## src/rtl/tpfv_pkg.sv

```systemverilog
// Shared types and constants for the two-part frame validator.
// Holds region and status codes, header offsets and the item/result structs.
// No dependencies; every other file but tpfv_if.sv refers to it by scoped names.
package tpfv_pkg;

    // Header layout
    localparam logic [4:0] HEADER_BYTES   = 5'd21;
    localparam logic [4:0] MAGIC_BYTES    = 5'd4;
    localparam logic [4:0] VERSION_OFFSET = 5'd4;
    localparam logic [4:0] TEXT_OFFSET    = 5'd5;
    localparam logic [4:0] BINARY_OFFSET  = 5'd13;
    localparam logic [4:0] LAST_HDR_BYTE  = 5'd20;
    localparam logic [2:0] ALIGN_MASK     = 3'h7;

    // Register reset values
    localparam logic [31:0] MAGIC_RESET   = 32'h424C424A;
    localparam logic [7:0]  VERSION_RESET = 8'd1;

    // Configuration port
    localparam int unsigned CFG_DATA_W  = 32;
    localparam int unsigned CFG_INDEX_W = 1;
    localparam logic [CFG_INDEX_W-1:0] CFG_MAGIC   = 1'b0;
    localparam logic [CFG_INDEX_W-1:0] CFG_VERSION = 1'b1;

    // Region codes
    localparam logic [2:0] REGION_HEADER = 3'd0;
    localparam logic [2:0] REGION_TEXT   = 3'd1;
    localparam logic [2:0] REGION_PAD    = 3'd2;
    localparam logic [2:0] REGION_BINARY = 3'd3;
    localparam logic [2:0] REGION_BEYOND = 3'd4;

    // Status codes
    localparam logic [2:0] ST_BUSY     = 3'd0;
    localparam logic [2:0] ST_VALID    = 3'd1;
    localparam logic [2:0] ST_TRUNC    = 3'd2;
    localparam logic [2:0] ST_MAGIC    = 3'd3;
    localparam logic [2:0] ST_VERSION  = 3'd4;
    localparam logic [2:0] ST_OVERFLOW = 3'd5;
    localparam logic [2:0] ST_SIZE     = 3'd6;
    localparam logic [2:0] ST_PADDING  = 3'd7;

    typedef struct packed {
        logic [7:0] data_byte;
        logic       last;
    } in_item_t;

    typedef struct packed {
        logic [7:0]  byte_out;
        logic [2:0]  region;
        logic        frame_end;
        logic [2:0]  status;
        logic [63:0] text_length;
        logic [63:0] bin_length;
    } result_t;

endpackage

```

## src/rtl/tpfv_if.sv

```systemverilog
// Request and result channel interfaces of the two-part frame validator.
// Depends on nothing but plain logic types.
interface tpfv_in_if;
    logic       valid;
    logic       ready;
    logic [7:0] data_byte;
    logic       last;

    modport source (output valid, output data_byte, output last, input ready);
    modport sink   (input valid, input data_byte, input last, output ready);
endinterface

interface tpfv_out_if;
    logic        valid;
    logic        ready;
    logic [7:0]  byte_out;
    logic [2:0]  region;
    logic        frame_end;
    logic [2:0]  status;
    logic [63:0] text_length;
    logic [63:0] bin_length;

    modport source (output valid, output byte_out, output region, output frame_end,
                    output status, output text_length, output bin_length,
                    input ready);
    modport sink   (input valid, input byte_out, input region, input frame_end,
                    input status, input text_length, input bin_length,
                    output ready);
endinterface

```

## src/rtl/tpfv_in_reg.sv

```systemverilog
// Input register stage of the two-part frame validator.
// Depends on tpfv_pkg and tpfv_in_if.
module tpfv_in_reg
(
    input  logic               clk,
    input  logic               rst_n,
    tpfv_in_if.sink            frame_in,
    input  logic               take,
    output logic               valid,
    output tpfv_pkg::in_item_t item
);

    logic               valid_reg;
    logic               valid_next;
    tpfv_pkg::in_item_t item_reg;

    assign frame_in.ready = !valid_reg || take;
    assign valid_next     = frame_in.valid || (valid_reg && !take);

    always_ff @(posedge clk or negedge rst_n)
    begin
        if (!rst_n)
        begin
            valid_reg <= 1'b0;
        end
        else
        begin
            valid_reg <= valid_next;
        end
    end

    always_ff @(posedge clk)
    begin
        if (frame_in.valid && frame_in.ready)
        begin
            item_reg.data_byte <= frame_in.data_byte;
            item_reg.last      <= frame_in.last;
        end
    end

    assign valid = valid_reg;
    assign item  = item_reg;

endmodule

```

## src/rtl/tpfv_frame_check.sv

```systemverilog
// Frame state and per-byte check logic of the two-part frame validator.
// Holds the configuration registers, position counter, header fields and region tracker.
// Depends on tpfv_pkg.
module tpfv_frame_check
(
    input  logic                                 clk,
    input  logic                                 rst_n,
    input  logic                                 cfg_we,
    input  logic [tpfv_pkg::CFG_INDEX_W-1:0]     cfg_index,
    input  logic [tpfv_pkg::CFG_DATA_W-1:0]      cfg_data,
    input  logic                                 fire,
    input  tpfv_pkg::in_item_t                   item,
    output tpfv_pkg::result_t                    result
);

    logic [31:0] magic_reg;
    logic [7:0]  version_reg;
    logic [63:0] pos_reg;
    logic [63:0] pos_next;
    logic [63:0] text_reg;
    logic [63:0] text_next;
    logic [63:0] bin_reg;
    logic [63:0] bin_next;
    logic        magic_bad_reg;
    logic        magic_bad_next;
    logic        version_bad_reg;
    logic        version_bad_next;
    logic        pad_bad_reg;
    logic        pad_bad_next;
    logic [2:0]  region_reg;
    logic [2:0]  region_next;
    logic [63:0] rem_reg;
    logic [63:0] rem_next;
    logic [64:0] base_reg;
    logic [64:0] base_next;

    logic [7:0]  b;
    logic        in_header;
    logic [4:0]  idx;
    logic [4:0]  text_off;
    logic [4:0]  bin_off;
    logic [2:0]  pad_len;
    logic [2:0]  region_cur;
    logic        pos_sat;
    logic        short_frame;
    logic [65:0] total;
    logic        overflow;
    logic [2:0]  status;

    assign b         = item.data_byte;
    assign idx       = pos_reg[4:0];
    assign in_header = (pos_reg[63:5] == 59'd0) && (idx < tpfv_pkg::HEADER_BYTES);
    assign text_off  = idx - tpfv_pkg::TEXT_OFFSET;
    assign bin_off   = idx - tpfv_pkg::BINARY_OFFSET;
    // padding to the next 8-byte boundary after header and text
    assign pad_len   = (3'd0 - (tpfv_pkg::HEADER_BYTES[2:0] + text_reg[2:0]))
                       & tpfv_pkg::ALIGN_MASK;
    assign pos_sat   = &pos_reg;
    assign pos_next  = pos_sat ? pos_reg : pos_reg + 64'd1;
    assign region_cur = in_header ? tpfv_pkg::REGION_HEADER : region_reg;

    always_comb
    begin
        magic_bad_next   = magic_bad_reg;
        version_bad_next = version_bad_reg;
        text_next        = text_reg;
        bin_next         = bin_reg;
        base_next        = base_reg;
        if (in_header)
        begin
            if (idx < tpfv_pkg::MAGIC_BYTES)
            begin
                if (b != magic_reg[{idx[1:0], 3'b000} +: 8])
                begin
                    magic_bad_next = 1'b1;
                end
            end
            else if (idx == tpfv_pkg::VERSION_OFFSET)
            begin
                if (b != version_reg)
                begin
                    version_bad_next = 1'b1;
                end
            end
            else if (idx < tpfv_pkg::BINARY_OFFSET)
            begin
                text_next[{text_off[2:0], 3'b000} +: 8] = b;
            end
            else
            begin
                bin_next[{bin_off[2:0], 3'b000} +: 8] = b;
            end
            // text length is complete here: round header plus text up to 8 bytes
            if (idx == tpfv_pkg::BINARY_OFFSET)
            begin
                base_next = {1'b0, text_reg} + 65'(tpfv_pkg::HEADER_BYTES)
                            + 65'(tpfv_pkg::ALIGN_MASK);
                base_next[2:0] = 3'b000;
            end
        end
        pad_bad_next = pad_bad_reg || ((region_cur == tpfv_pkg::REGION_PAD) && (b != 8'd0));
    end

    // Region tracker: one down counter for the part being walked
    always_comb
    begin
        region_next = region_reg;
        rem_next    = rem_reg;
        if (!pos_sat)
        begin
            if (in_header)
            begin
                if (idx == tpfv_pkg::LAST_HDR_BYTE)
                begin
                    priority if (text_reg != 64'd0)
                    begin
                        region_next = tpfv_pkg::REGION_TEXT;
                        rem_next    = text_reg;
                    end
                    else if (pad_len != 3'd0)
                    begin
                        region_next = tpfv_pkg::REGION_PAD;
                        rem_next    = 64'(pad_len);
                    end
                    else if (bin_next != 64'd0)
                    begin
                        region_next = tpfv_pkg::REGION_BINARY;
                        rem_next    = bin_next;
                    end
                    else
                    begin
                        region_next = tpfv_pkg::REGION_BEYOND;
                    end
                end
            end
            else
            begin
                unique case (region_reg)
                    tpfv_pkg::REGION_TEXT:
                    begin
                        rem_next = rem_reg - 64'd1;
                        if (rem_reg == 64'd1)
                        begin
                            priority if (pad_len != 3'd0)
                            begin
                                region_next = tpfv_pkg::REGION_PAD;
                                rem_next    = 64'(pad_len);
                            end
                            else if (bin_reg != 64'd0)
                            begin
                                region_next = tpfv_pkg::REGION_BINARY;
                                rem_next    = bin_reg;
                            end
                            else
                            begin
                                region_next = tpfv_pkg::REGION_BEYOND;
                            end
                        end
                    end
                    tpfv_pkg::REGION_PAD:
                    begin
                        rem_next = rem_reg - 64'd1;
                        if (rem_reg == 64'd1)
                        begin
                            if (bin_reg != 64'd0)
                            begin
                                region_next = tpfv_pkg::REGION_BINARY;
                                rem_next    = bin_reg;
                            end
                            else
                            begin
                                region_next = tpfv_pkg::REGION_BEYOND;
                            end
                        end
                    end
                    tpfv_pkg::REGION_BINARY:
                    begin
                        rem_next = rem_reg - 64'd1;
                        if (rem_reg == 64'd1)
                        begin
                            region_next = tpfv_pkg::REGION_BEYOND;
                        end
                    end
                    default:
                    begin
                        region_next = region_reg;
                    end
                endcase
            end
        end
    end

    // Verdict for the final byte
    assign short_frame = (pos_next[63:5] == 59'd0) && (pos_next[4:0] < tpfv_pkg::HEADER_BYTES);
    assign total       = {1'b0, base_reg} + {2'b00, bin_next};
    assign overflow    = (total[65:64] != 2'b00);

    always_comb
    begin
        priority if (!item.last)
        begin
            status = tpfv_pkg::ST_BUSY;
        end
        else if (short_frame)
        begin
            status = tpfv_pkg::ST_TRUNC;
        end
        else if (magic_bad_next)
        begin
            status = tpfv_pkg::ST_MAGIC;
        end
        else if (version_bad_next)
        begin
            status = tpfv_pkg::ST_VERSION;
        end
        else if (overflow)
        begin
            status = tpfv_pkg::ST_OVERFLOW;
        end
        else if (pos_next != total[63:0])
        begin
            status = tpfv_pkg::ST_SIZE;
        end
        else if (pad_bad_next)
        begin
            status = tpfv_pkg::ST_PADDING;
        end
        else
        begin
            status = tpfv_pkg::ST_VALID;
        end
    end

    always_comb
    begin
        result.byte_out    = b;
        result.region      = region_cur;
        result.frame_end   = item.last;
        result.status      = status;
        result.text_length = (status == tpfv_pkg::ST_VALID) ? text_next : 64'd0;
        result.bin_length  = (status == tpfv_pkg::ST_VALID) ? bin_next : 64'd0;
    end

    always_ff @(posedge clk or negedge rst_n)
    begin
        if (!rst_n)
        begin
            magic_reg       <= tpfv_pkg::MAGIC_RESET;
            version_reg     <= tpfv_pkg::VERSION_RESET;
            pos_reg         <= 64'd0;
            text_reg        <= 64'd0;
            bin_reg         <= 64'd0;
            magic_bad_reg   <= 1'b0;
            version_bad_reg <= 1'b0;
            pad_bad_reg     <= 1'b0;
            region_reg      <= tpfv_pkg::REGION_HEADER;
        end
        else
        begin
            if (cfg_we)
            begin
                unique case (cfg_index)
                    tpfv_pkg::CFG_MAGIC:   magic_reg   <= cfg_data[31:0];
                    tpfv_pkg::CFG_VERSION: version_reg <= cfg_data[7:0];
                    default:               magic_reg   <= magic_reg;
                endcase
            end
            if (fire)
            begin
                if (item.last)
                begin
                    pos_reg         <= 64'd0;
                    text_reg        <= 64'd0;
                    bin_reg         <= 64'd0;
                    magic_bad_reg   <= 1'b0;
                    version_bad_reg <= 1'b0;
                    pad_bad_reg     <= 1'b0;
                    region_reg      <= tpfv_pkg::REGION_HEADER;
                end
                else
                begin
                    pos_reg         <= pos_next;
                    text_reg        <= text_next;
                    bin_reg         <= bin_next;
                    magic_bad_reg   <= magic_bad_next;
                    version_bad_reg <= version_bad_next;
                    pad_bad_reg     <= pad_bad_next;
                    region_reg      <= region_next;
                end
            end
        end
    end

    // Counters that are reloaded before use
    always_ff @(posedge clk)
    begin
        if (fire)
        begin
            rem_reg  <= rem_next;
            base_reg <= base_next;
        end
    end

endmodule

```

## src/rtl/tpfv_out_reg.sv

```systemverilog
// Result register stage of the two-part frame validator.
// Depends on tpfv_pkg and tpfv_out_if.
module tpfv_out_reg
(
    input  logic              clk,
    input  logic              rst_n,
    input  logic              load,
    input  tpfv_pkg::result_t result,
    output logic              can_load,
    tpfv_out_if.source        result_out
);

    logic              valid_reg;
    logic              valid_next;
    tpfv_pkg::result_t result_reg;

    assign can_load   = !valid_reg || result_out.ready;
    assign valid_next = load || (valid_reg && !result_out.ready);

    always_ff @(posedge clk or negedge rst_n)
    begin
        if (!rst_n)
        begin
            valid_reg <= 1'b0;
        end
        else
        begin
            valid_reg <= valid_next;
        end
    end

    always_ff @(posedge clk)
    begin
        if (load)
        begin
            result_reg <= result;
        end
    end

    assign result_out.valid       = valid_reg;
    assign result_out.byte_out    = result_reg.byte_out;
    assign result_out.region      = result_reg.region;
    assign result_out.frame_end   = result_reg.frame_end;
    assign result_out.status      = result_reg.status;
    assign result_out.text_length = result_reg.text_length;
    assign result_out.bin_length  = result_reg.bin_length;

endmodule

```

## src/rtl/two_part_frame_validator.sv

```systemverilog
// Top level of the two-part frame validator: input register, check logic, result register.
// Depends on tpfv_pkg, tpfv_in_if, tpfv_out_if, tpfv_in_reg, tpfv_frame_check, tpfv_out_reg.
//
//   channel      | dir | handshake             | payload
//   -------------+-----+-----------------------+-----------------------------------------
//   frame_in     | in  | valid / ready         | data_byte[7:0], last
//   result_out   | out | valid / ready         | byte_out, region, frame_end, status,
//                |     |                       | text_length[63:0], bin_length[63:0]
//   cfg          | in  | cfg_we (no wait)      | cfg_index[0], cfg_data[31:0]
//
// One byte request per cycle, back to back, while results drain; a request is held in
// the input register and its result in the result register. Per byte the path is a
// 64-bit increment or decrement plus, for the verdict, one 66-bit add and compare.
// Reset loads the magic and version defaults and clears pos, lengths, flags and region.
// A stalled result holds in the result register while the input register still
// takes one more byte; ready then drops until the result drains.
module two_part_frame_validator
(
    input  logic                              clk,
    input  logic                              rst_n,
    input  logic                              cfg_we,
    input  logic [tpfv_pkg::CFG_INDEX_W-1:0]  cfg_index,
    input  logic [tpfv_pkg::CFG_DATA_W-1:0]   cfg_data,
    tpfv_in_if.sink                           frame_in,
    tpfv_out_if.source                        result_out
);

    logic               item_valid;
    tpfv_pkg::in_item_t item;
    logic               can_load;
    logic               fire;
    tpfv_pkg::result_t  result;

    // advance the held byte whenever the result register can take it
    assign fire = item_valid && can_load;

    tpfv_in_reg u_in_reg
    (
        .clk      (clk),
        .rst_n    (rst_n),
        .frame_in (frame_in),
        .take     (fire),
        .valid    (item_valid),
        .item     (item)
    );

    // header capture, region walk and end-of-frame verdict
    tpfv_frame_check u_frame_check
    (
        .clk       (clk),
        .rst_n     (rst_n),
        .cfg_we    (cfg_we),
        .cfg_index (cfg_index),
        .cfg_data  (cfg_data),
        .fire      (fire),
        .item      (item),
        .result    (result)
    );

    tpfv_out_reg u_out_reg
    (
        .clk        (clk),
        .rst_n      (rst_n),
        .load       (fire),
        .result     (result),
        .can_load   (can_load),
        .result_out (result_out)
    );

endmodule

```

## src/flat_wrapper.sv

```systemverilog
// flat-port wrapper written by rule: the top's interface ports become plain ports
module two_part_frame_validator_flat 
  (clk, rst_n, cfg_we, cfg_index, cfg_data, frame_in_valid, frame_in_data_byte, frame_in_last, frame_in_ready, result_out_valid, result_out_byte_out, result_out_region, result_out_frame_end, result_out_status, result_out_text_length, result_out_bin_length, result_out_ready);
  tpfv_in_if frame_in_i ();
  tpfv_out_if result_out_i ();
  input  logic clk;
  input  logic rst_n;
  input  logic cfg_we;
  input  logic [tpfv_pkg::CFG_INDEX_W-1:0] cfg_index;
  input  logic [tpfv_pkg::CFG_DATA_W-1:0] cfg_data;
  input wire logic [$bits(frame_in_i.valid)-1:0] frame_in_valid;
  input wire logic [$bits(frame_in_i.data_byte)-1:0] frame_in_data_byte;
  input wire logic [$bits(frame_in_i.last)-1:0] frame_in_last;
  output wire logic [$bits(frame_in_i.ready)-1:0] frame_in_ready;
  output wire logic [$bits(result_out_i.valid)-1:0] result_out_valid;
  output wire logic [$bits(result_out_i.byte_out)-1:0] result_out_byte_out;
  output wire logic [$bits(result_out_i.region)-1:0] result_out_region;
  output wire logic [$bits(result_out_i.frame_end)-1:0] result_out_frame_end;
  output wire logic [$bits(result_out_i.status)-1:0] result_out_status;
  output wire logic [$bits(result_out_i.text_length)-1:0] result_out_text_length;
  output wire logic [$bits(result_out_i.bin_length)-1:0] result_out_bin_length;
  input wire logic [$bits(result_out_i.ready)-1:0] result_out_ready;
  assign frame_in_i.valid = frame_in_valid;
  assign frame_in_i.data_byte = frame_in_data_byte;
  assign frame_in_i.last = frame_in_last;
  assign frame_in_ready = frame_in_i.ready;
  assign result_out_valid = result_out_i.valid;
  assign result_out_byte_out = result_out_i.byte_out;
  assign result_out_region = result_out_i.region;
  assign result_out_frame_end = result_out_i.frame_end;
  assign result_out_status = result_out_i.status;
  assign result_out_text_length = result_out_i.text_length;
  assign result_out_bin_length = result_out_i.bin_length;
  assign result_out_i.ready = result_out_ready;
  two_part_frame_validator u_core (.clk(clk), .rst_n(rst_n), .cfg_we(cfg_we), .cfg_index(cfg_index), .cfg_data(cfg_data), .frame_in(frame_in_i), .result_out(result_out_i));
endmodule
```

## config.mk

```make
export PLATFORM = sky130hd
export DESIGN_NAME = two_part_frame_validator_flat
export DESIGN_NICKNAME = d
export VERILOG_FILES = /design/src/rtl/tpfv_pkg.sv /design/src/rtl/tpfv_if.sv /design/src/rtl/tpfv_in_reg.sv /design/src/rtl/tpfv_frame_check.sv /design/src/rtl/tpfv_out_reg.sv /design/src/rtl/two_part_frame_validator.sv /design/src/flat_wrapper.sv
export SDC_FILE = /design/constraint.sdc
export NUM_CORES = 1
export LEC_CHECK = 0
export ABC_AREA = 1
export BUFFER_PORTS_ARGS = -buffer_cell sky130_fd_sc_hd__buf_2
export CAP_MARGIN = 20
export CORE_MARGIN = 2
export CORE_UTILIZATION = 32
export DETAILED_ROUTE_END_ITERATION = 16
export GPL_ROUTABILITY_DRIVEN = 1
export GPL_TIMING_DRIVEN = 0
export PLACE_DENSITY_LB_ADDON = 0.2
export SLEW_MARGIN = 20
export SYNTH_ARGS = -nofsm -noshare
export SYNTH_HDL_FRONTEND = slang
export SYNTH_SLANG_ARGS = --single-unit
```

## constraint.sdc

```tcl
create_clock -name clk -period 11.7 [get_ports clk]
set_input_delay 1.755 -clock clk [delete_from_list [all_inputs] [get_ports clk]]
set_output_delay 1.755 -clock clk [all_outputs]
set_load 0.01 [all_outputs]
```

* Word level (Yosys, flattened, before mapping) *
Cells that the tools add are included.

word-level totals
  bits in registers = 518
  input bits = 47
  output and inout port bits = 145
  word-level logic and storage cells = 149

cells by class
  add/sub/neg operators = 11
  order comparisons = 4
  equal/unequal tests = 19
  shifts and indexed selects = 5
  muxes and demuxes = 55
  bitwise operators = 2
  reductions and logical operators = 32

operators with widths
  cell                                                  count
  2-to-1 mux 64 bit                                     21
  one-hot mux 64 bit (3 select lines)                   1
  nonzero test 64 bit                                   3
  bitwise mux 64 bit                                    2
  variable shift 8 x 8 -> 64 bit, first input constant  2
  variable part select 8 x 8 -> 64 bit                  2
  logical NOT 59 bit                                    2
  adder 65 x 64 -> 66 bit                               1
  adder 64 x 5 -> 65 bit, second input constant         1
  adder 65 x 3 -> 65 bit, second input constant         1
  adder 64 x 1 -> 64 bit, second input constant         1
  equality test 64 x 1 -> 1 bit, second input constant  1
  != test 64 bit                                        1
  AND reduction 64 bit                                  1
  subtractor 64 x 1 -> 64 bit, second input constant    1
  2-to-1 mux 3 bit                                      20
  variable part select 32 x 6 -> 8 bit                  1
  != test 8 bit                                         2
  negation 6 -> 8 bit                                   2
  != test 4 x 3 -> 1 bit, second input constant         3
  < comparator 5 bit, second input constant             2
  2-to-1 mux 1 bit                                      10
  equality test 3 x 2 -> 1 bit, second input constant   3
  one-hot mux 3 bit (3 select lines)                    1
  other kinds (25)                                      43

* Logic depth before layout (Yosys ltp) *
  word-level depth = 17
  gate-level depth with buffers = 41
  gate-level depth less buffers = 38

* Hierarchy *
A second synthesis with hierarchy kept.

second synthesis, totals
  cell total of the unflattened synthesis = 4936
  area, all modules = 35908.2 sq um

by module, submodules not included
  module                    times used  cells an instance  area each (sq um)  sequential area each (sq um)
  tpfv_frame_check          1           4771               31246.2            9753.1
  tpfv_out_reg              1           148                4339.2             4319.1
  tpfv_in_reg               1           15                 315.3              295.3
  two_part_frame_validator  1           2                  7.5                0.0

* Worst setup path before layout *
No wires, ideal clock.

  path kind = input to register
  start point = input result_out_ready
  end point = register u_core.u_frame_check.region_reg[0]
  library setup time = 0.083 ns
  arrival time = 9.455 ns
  data required time = 11.617 ns
  path slack = 2.162 ns
  stages on the path = 8
  buffers on the path = 0
  cell sequence = inv_1 -> nand2_1 -> nand2_1 -> nor4_1 -> nand3_1 -> a21oi_1 -> o21ai_0 -> o21ai_0

between the ends
  word-level cells in the longest chain between the ends = 3

ends and longest elaborated chain
  what                                  RTL line                        source
  start: declaration                    flat_wrapper.sv:22              input wire logic [$bits(result_out_i.ready)-1:0] result_out_ready;
  logical OR 1 bit                      tpfv_out_reg.sv:17              assign can_load = !valid_reg || result_out.ready;
  logical AND 1 bit                     two_part_frame_validator.sv:35  assign fire = item_valid && can_load;
  AND reduction 7 bit (no source line)  n/a
  end signal: assignment                tpfv_frame_check.sv:256         region_reg <= tpfv_pkg::REGION_HEADER;
  end signal: assignment                tpfv_frame_check.sv:278         region_reg <= tpfv_pkg::REGION_HEADER;
  end signal: assignment                tpfv_frame_check.sv:288         region_reg <= region_next;
  end: declaration                      tpfv_frame_check.sv:30          logic [2:0] region_reg;

Every way passes these cells.
A chain may end at the register's enable or synchronous reset.

* Final worst setup path *
  start point = register u_core.u_frame_check.pos_reg[0]
  end point = register u_core.u_out_reg.result_reg, in the netlist u_core.u_out_reg.result_out.text_length[5] (data pin)

between the ends
  word-level cells in the longest chain between the ends = 17
  elaborated cells on any way between the ends = 52
  those cells by class = add/sub: 6; order compare: 4; eq/ne: 5; shift: 5; mux: 25; reduce/logical: 7

ends and longest elaborated chain
  what                                                                                    RTL line                 source
  start: declaration                                                                      tpfv_frame_check.sv:18   logic [63:0] pos_reg;
  start signal: assignment                                                                tpfv_frame_check.sv:282  pos_reg <= pos_next;
  subtractor 3 bit                                                                        tpfv_frame_check.sv:54   assign bin_off = idx - tpfv_pkg::BINARY_OFFSET;
  negation 6 -> 8 bit                                                                     tpfv_frame_check.sv:91   bin_next[{bin_off[2:0], 3'b000} +: 8] = b;
  variable part select 8 x 8 -> 64 bit or variable shift 8 x 8 -> 64 bit (tied branches)  tpfv_frame_check.sv:91
  bitwise mux 64 bit                                                                      tpfv_frame_check.sv:91
  2-to-1 mux 64 bit                                                                       tpfv_frame_check.sv:85   else if (idx < tpfv_pkg::BINARY_OFFSET)
  2-to-1 mux 64 bit                                                                       tpfv_frame_check.sv:78   else if (idx == tpfv_pkg::VERSION_OFFSET)
  2-to-1 mux 64 bit                                                                       tpfv_frame_check.sv:71   if (idx < tpfv_pkg::MAGIC_BYTES)
  2-to-1 mux 64 bit (*)                                                                   tpfv_frame_check.sv:69   if (in_header)
  named net u_core.u_frame_check.bin_next[37]                                             tpfv_frame_check.sv:23   logic [63:0] bin_next;
  (+1 left out)                                                                           n/a
  != test 64 bit                                                                          tpfv_frame_check.sv:220  else if (pos_next != total[63:0])
  2-to-1 mux 3 bit                                                                        tpfv_frame_check.sv:220
  2-to-1 mux 3 bit (*)                                                                    tpfv_frame_check.sv:216  else if (overflow)
  2-to-1 mux 3 bit (*)                                                                    tpfv_frame_check.sv:212  else if (version_bad_next)
  2-to-1 mux 3 bit (*)                                                                    tpfv_frame_check.sv:208  else if (magic_bad_next)
  2-to-1 mux 3 bit (*)                                                                    tpfv_frame_check.sv:204  else if (short_frame)
  2-to-1 mux 3 bit (*)                                                                    tpfv_frame_check.sv:200  priority if (!item.last)
  equality test 3 x 1 -> 1 bit (*)                                                        tpfv_frame_check.sv:240  result.text_length = (status == tpfv_pkg::ST_VALID) ? text_next : 64'd0;
  end signal: assignment                                                                  tpfv_out_reg.sv:36       result_reg <= result;
  end: declaration                                                                        tpfv_out_reg.sv:15       tpfv_pkg::result_t result_reg;

Mark *: on every way through the listed nets, which the timed path passes. The rest lies on a longest branch.

==> results.py <==
metrics = {
    "detailed_routing": {
        "routedWlPerCell_um": 25.5,
        "ant_nets": 0,
        "dr.pass1.iters": 6,
        "num_vias": 35300,
        "drc": 0,
        "wl_um": 173000,
        "drt-initial-drc-count": 3370,
        "vias_per_cell": 5.21,
    },
    "run_status": {
        "status": "completed",
    },
    "setup_path": {
        "worstPathRequired_ps": 11990,
        "path_max_fanout": 12,
        "critical_path.most_common_cell": "nand2_1",
        "critPathSlowestCell": "nor2_1",
        "path_buf_inv": 9,
        "crit_family": "simple AND/OR/NAND/NOR gates",
        "critPathArrivalTime_ps": 10050,
        "end_kind": "flop",
        "cpPeakStageDelay_ps": 880,
        "crit_type": "flop to flop",
        "cp-start-kind": "flop",
    },
    "sta": {
        "fmax_mhz": 102,
        "finalSetupTns_ps": 0,
        "rsz0062_at_grt": "false",
        "relSlewSlack_pct": 19.0,
        "setup_viol": 0,
        "setup_slack_ps": 1940,
        "final_max_slew_viol_count": 0,
        "hold_violations": 0,
        "fin_skew_ps": 54.1,
        "tightest_slew_ps": 1200,
        "period_needed_ps": 9760,
        "min_period_over_period_pct": 83.4,
    },
    "place": {
        "io_buffers": 191,
        "detailed_place.area_um2": 39100,
        "dp.cells": 6657,
        "gp_congestion": 1.03,
        "dp_hpwl_um": 145000,
        "place_ws_ps": 2230,
    },
    "grt": {
        "use_met3_pct": 4.02,
        "grt-ovfl-total": 0,
        "grt_max_degree": 86,
        "track_usage_pct": 29.3,
        "global_route.peak_usage_layer": "met2",
        "grt_pass1_wl_um": 241000,
        "use_met2_pct": 46.7,
        "use_met1_pct": 39.6,
        "grt_pass1_vias": 33500,
        "antenna_found_initial": 11,
    },
    "synth": {
        "ys_types": 56,
        "netlist.area_leader.share_pct": 23.2,
        "ys_async_sr_fraction_pct": 46.3,
        "synth_top_cell_by_area": "edfxtp_1",
        "synthTopCellsByArea": "edfxtp_1, dfrtp_1, nand2_1",
        "synth.most_common_cell": "nand2_1",
        "synth_ff_type": "edfxtp_1",
        "synth-edff-count": 278,
        "yosysWarnings": 0,
        "synth_area_um2": 35900,
        "synth_cells": 4949,
        "avgSynthCellArea_um2": 7.26,
        "synthTopCellsByCount": "nand2_1, inv_1, nor2_1, edfxtp_1, nand3_1",
        "yosysSeqAreaShare_pct": 40.0,
        "syn_nets": 5074,
        "ys_ff_latch": 518,
    },
    "floorplanning": {
        "start_util_pct": 32.4,
        "io_pins": 192,
        "die_area_um2": 115000,
        "dieHeight_um": 339,
        "die_width_um": 339,
        "rows": 122,
        "coreArea_um2": 111000,
    },
    "finish": {
        "drive_gt1_share_pct": 10.5,
        "post-route-util_pct": 37.2,
        "fin_area_um2": 41300,
        "final-seq-area_um2": 14400,
        "multi_input_area_um2": 17800,
        "areaGrowthSynthToFinish_pct": 14.9,
        "nFillCells": 12000,
        "finalNonFillerCells": 6779,
        "num-nets-final": 5363,
    },
    "cts": {
        "numCtsBuffers": 66,
        "root_buffer": "clkbuf_16",
        "post_cts.repair.setup_buffers": 0,
        "cts_num_sinks": 518,
        "cts_tree": "built",
        "cts_hold_buf": 0,
        "clock_latency_ps": 670,
        "cts_buffer_depth": 3,
        "cts_resized": 0,
        "clk_pin_slew_ps": 60,
        "htree_levels": 3,
    },
    "flow_run": {
        "max_cap_viol_count": 0,
    },
    "power_and_ir_drop": {
        "p_per_area_nw_per_um2": 115,
        "power_leakage_nw": 18.8,
        "peakVddDrop_uv": 92.5,
    },
    "worst_hold_path": {
        "hp-class": "flop to flop",
    },
}
worst paths after layout:
| kind | startpoint | to | slack [ps] | cells after the start |
|---|---|---|---|---|
| setup / recovery | u_core.u_frame_check.pos_reg[0]$_DFFE_PN0P_ | u_core.u_out_reg.result_out.text_length[5]$_SDFFCE_PP0P_ | 1940 | 34 |
| hold / removal | u_core.u_in_reg.item[3]$_DFFE_PP_ | u_core.u_out_reg.result_out.byte_out[2]$_DFFE_PP_ | 460 | 0 |
| setup reg to reg | u_core.u_frame_check.pos_reg[0]$_DFFE_PN0P_ | u_core.u_out_reg.result_out.text_length[5]$_SDFFCE_PP0P_ | 1940 | 34 |
| hold reg to reg | u_core.u_in_reg.item[3]$_DFFE_PP_ | u_core.u_out_reg.result_out.byte_out[2]$_DFFE_PP_ | 460 | 0 |
| max in group asynchronous | rst_n | u_core.u_frame_check.text_reg[59]$_DFFE_PN0P_ | 9660 | 3 |
| min in group asynchronous | rst_n | u_core.u_frame_check.pos_reg[18]$_DFFE_PN0P_ | 970 | 1 |
power by group:
group          internal [mW]  switching (mW)
sequential              2.00          0.0449
clock                   1.19           0.876
combinational          0.156           0.485
total                   3.35            1.41
kinds of logic (layout without fill, tap and decap cells):
group                      after synthesis  in the layout  synth area share [%]
AOI/OAI and AO/OA                      611            611                  9.56
muxes                                   44             44                  1.31
other                                    0              2                     0
and+or+nand+nor                       2565           2565                  31.8
adders and majority gates               78             78                  2.74
xor gates and xnor gates               160            160                  3.90
buffers and inverters                  973           1313                  10.7
DFF                                    518            518                  40.0
worst register-to-register path: cells and delay by family (launching register included):
kind	cells	cell delay, ps
XOR/XNOR	1	310
buffers and inverters	9	2190
multiplexers	1	710
adder cells (fa/ha/maj)	3	980
AO/OA/AOI/OAI	1	210
flip-flops	1	440
AND/OR/NAND/NOR	19	4550
metrics by stage:
step | hold slack, ps | total power, mW
floorplan | 424 | 2.38
global placement | 438 | 2.70
detailed placement | 442 | 2.71
CTS | 456 | 4.78
global route | 469 | 4.88
finish | 458 | 4.76
layer usage:
layer	share of wire (%)	wire length [um]
met3	6.5	11200
met2	45	77500
met5	0	0
met4	4.7	8200
met1	44	75800
cells in the final DEF, fill, tap and decap left out, drive strengths merged, types with 21 or more instances in the layout:
cell and count:
o21ai 262, nand4 94, a21oi 102, clkinv 21, mux2 24, edfxtp 278, o22ai 208, clkbuf 186
buf 261, dfrtp 229, nor2 520, inv 835, nor4 48, xnor2 23, nor3 223, nand3 275
ha 77, nand2 1376, xor2 137
area by class of cell:
| type | count | share of cell area, % |
|---|---|---|
| Antenna cell | 2 | 0.0121 |
| Buffer | 139 | 1.75 |
| Clock buffer | 88 | 4.33 |
| Clock inverter | 31 | 0.819 |
| Inverter | 834 | 7.59 |
| Multi-Input combinational cell | 3458 | 43.0 |
| Sequential cell | 518 | 34.8 |
| Tap cell | 1488 | 4.51 |
| Timing Repair Buffer | 221 | 3.14 |
Power figures use the tool's default switching activity.
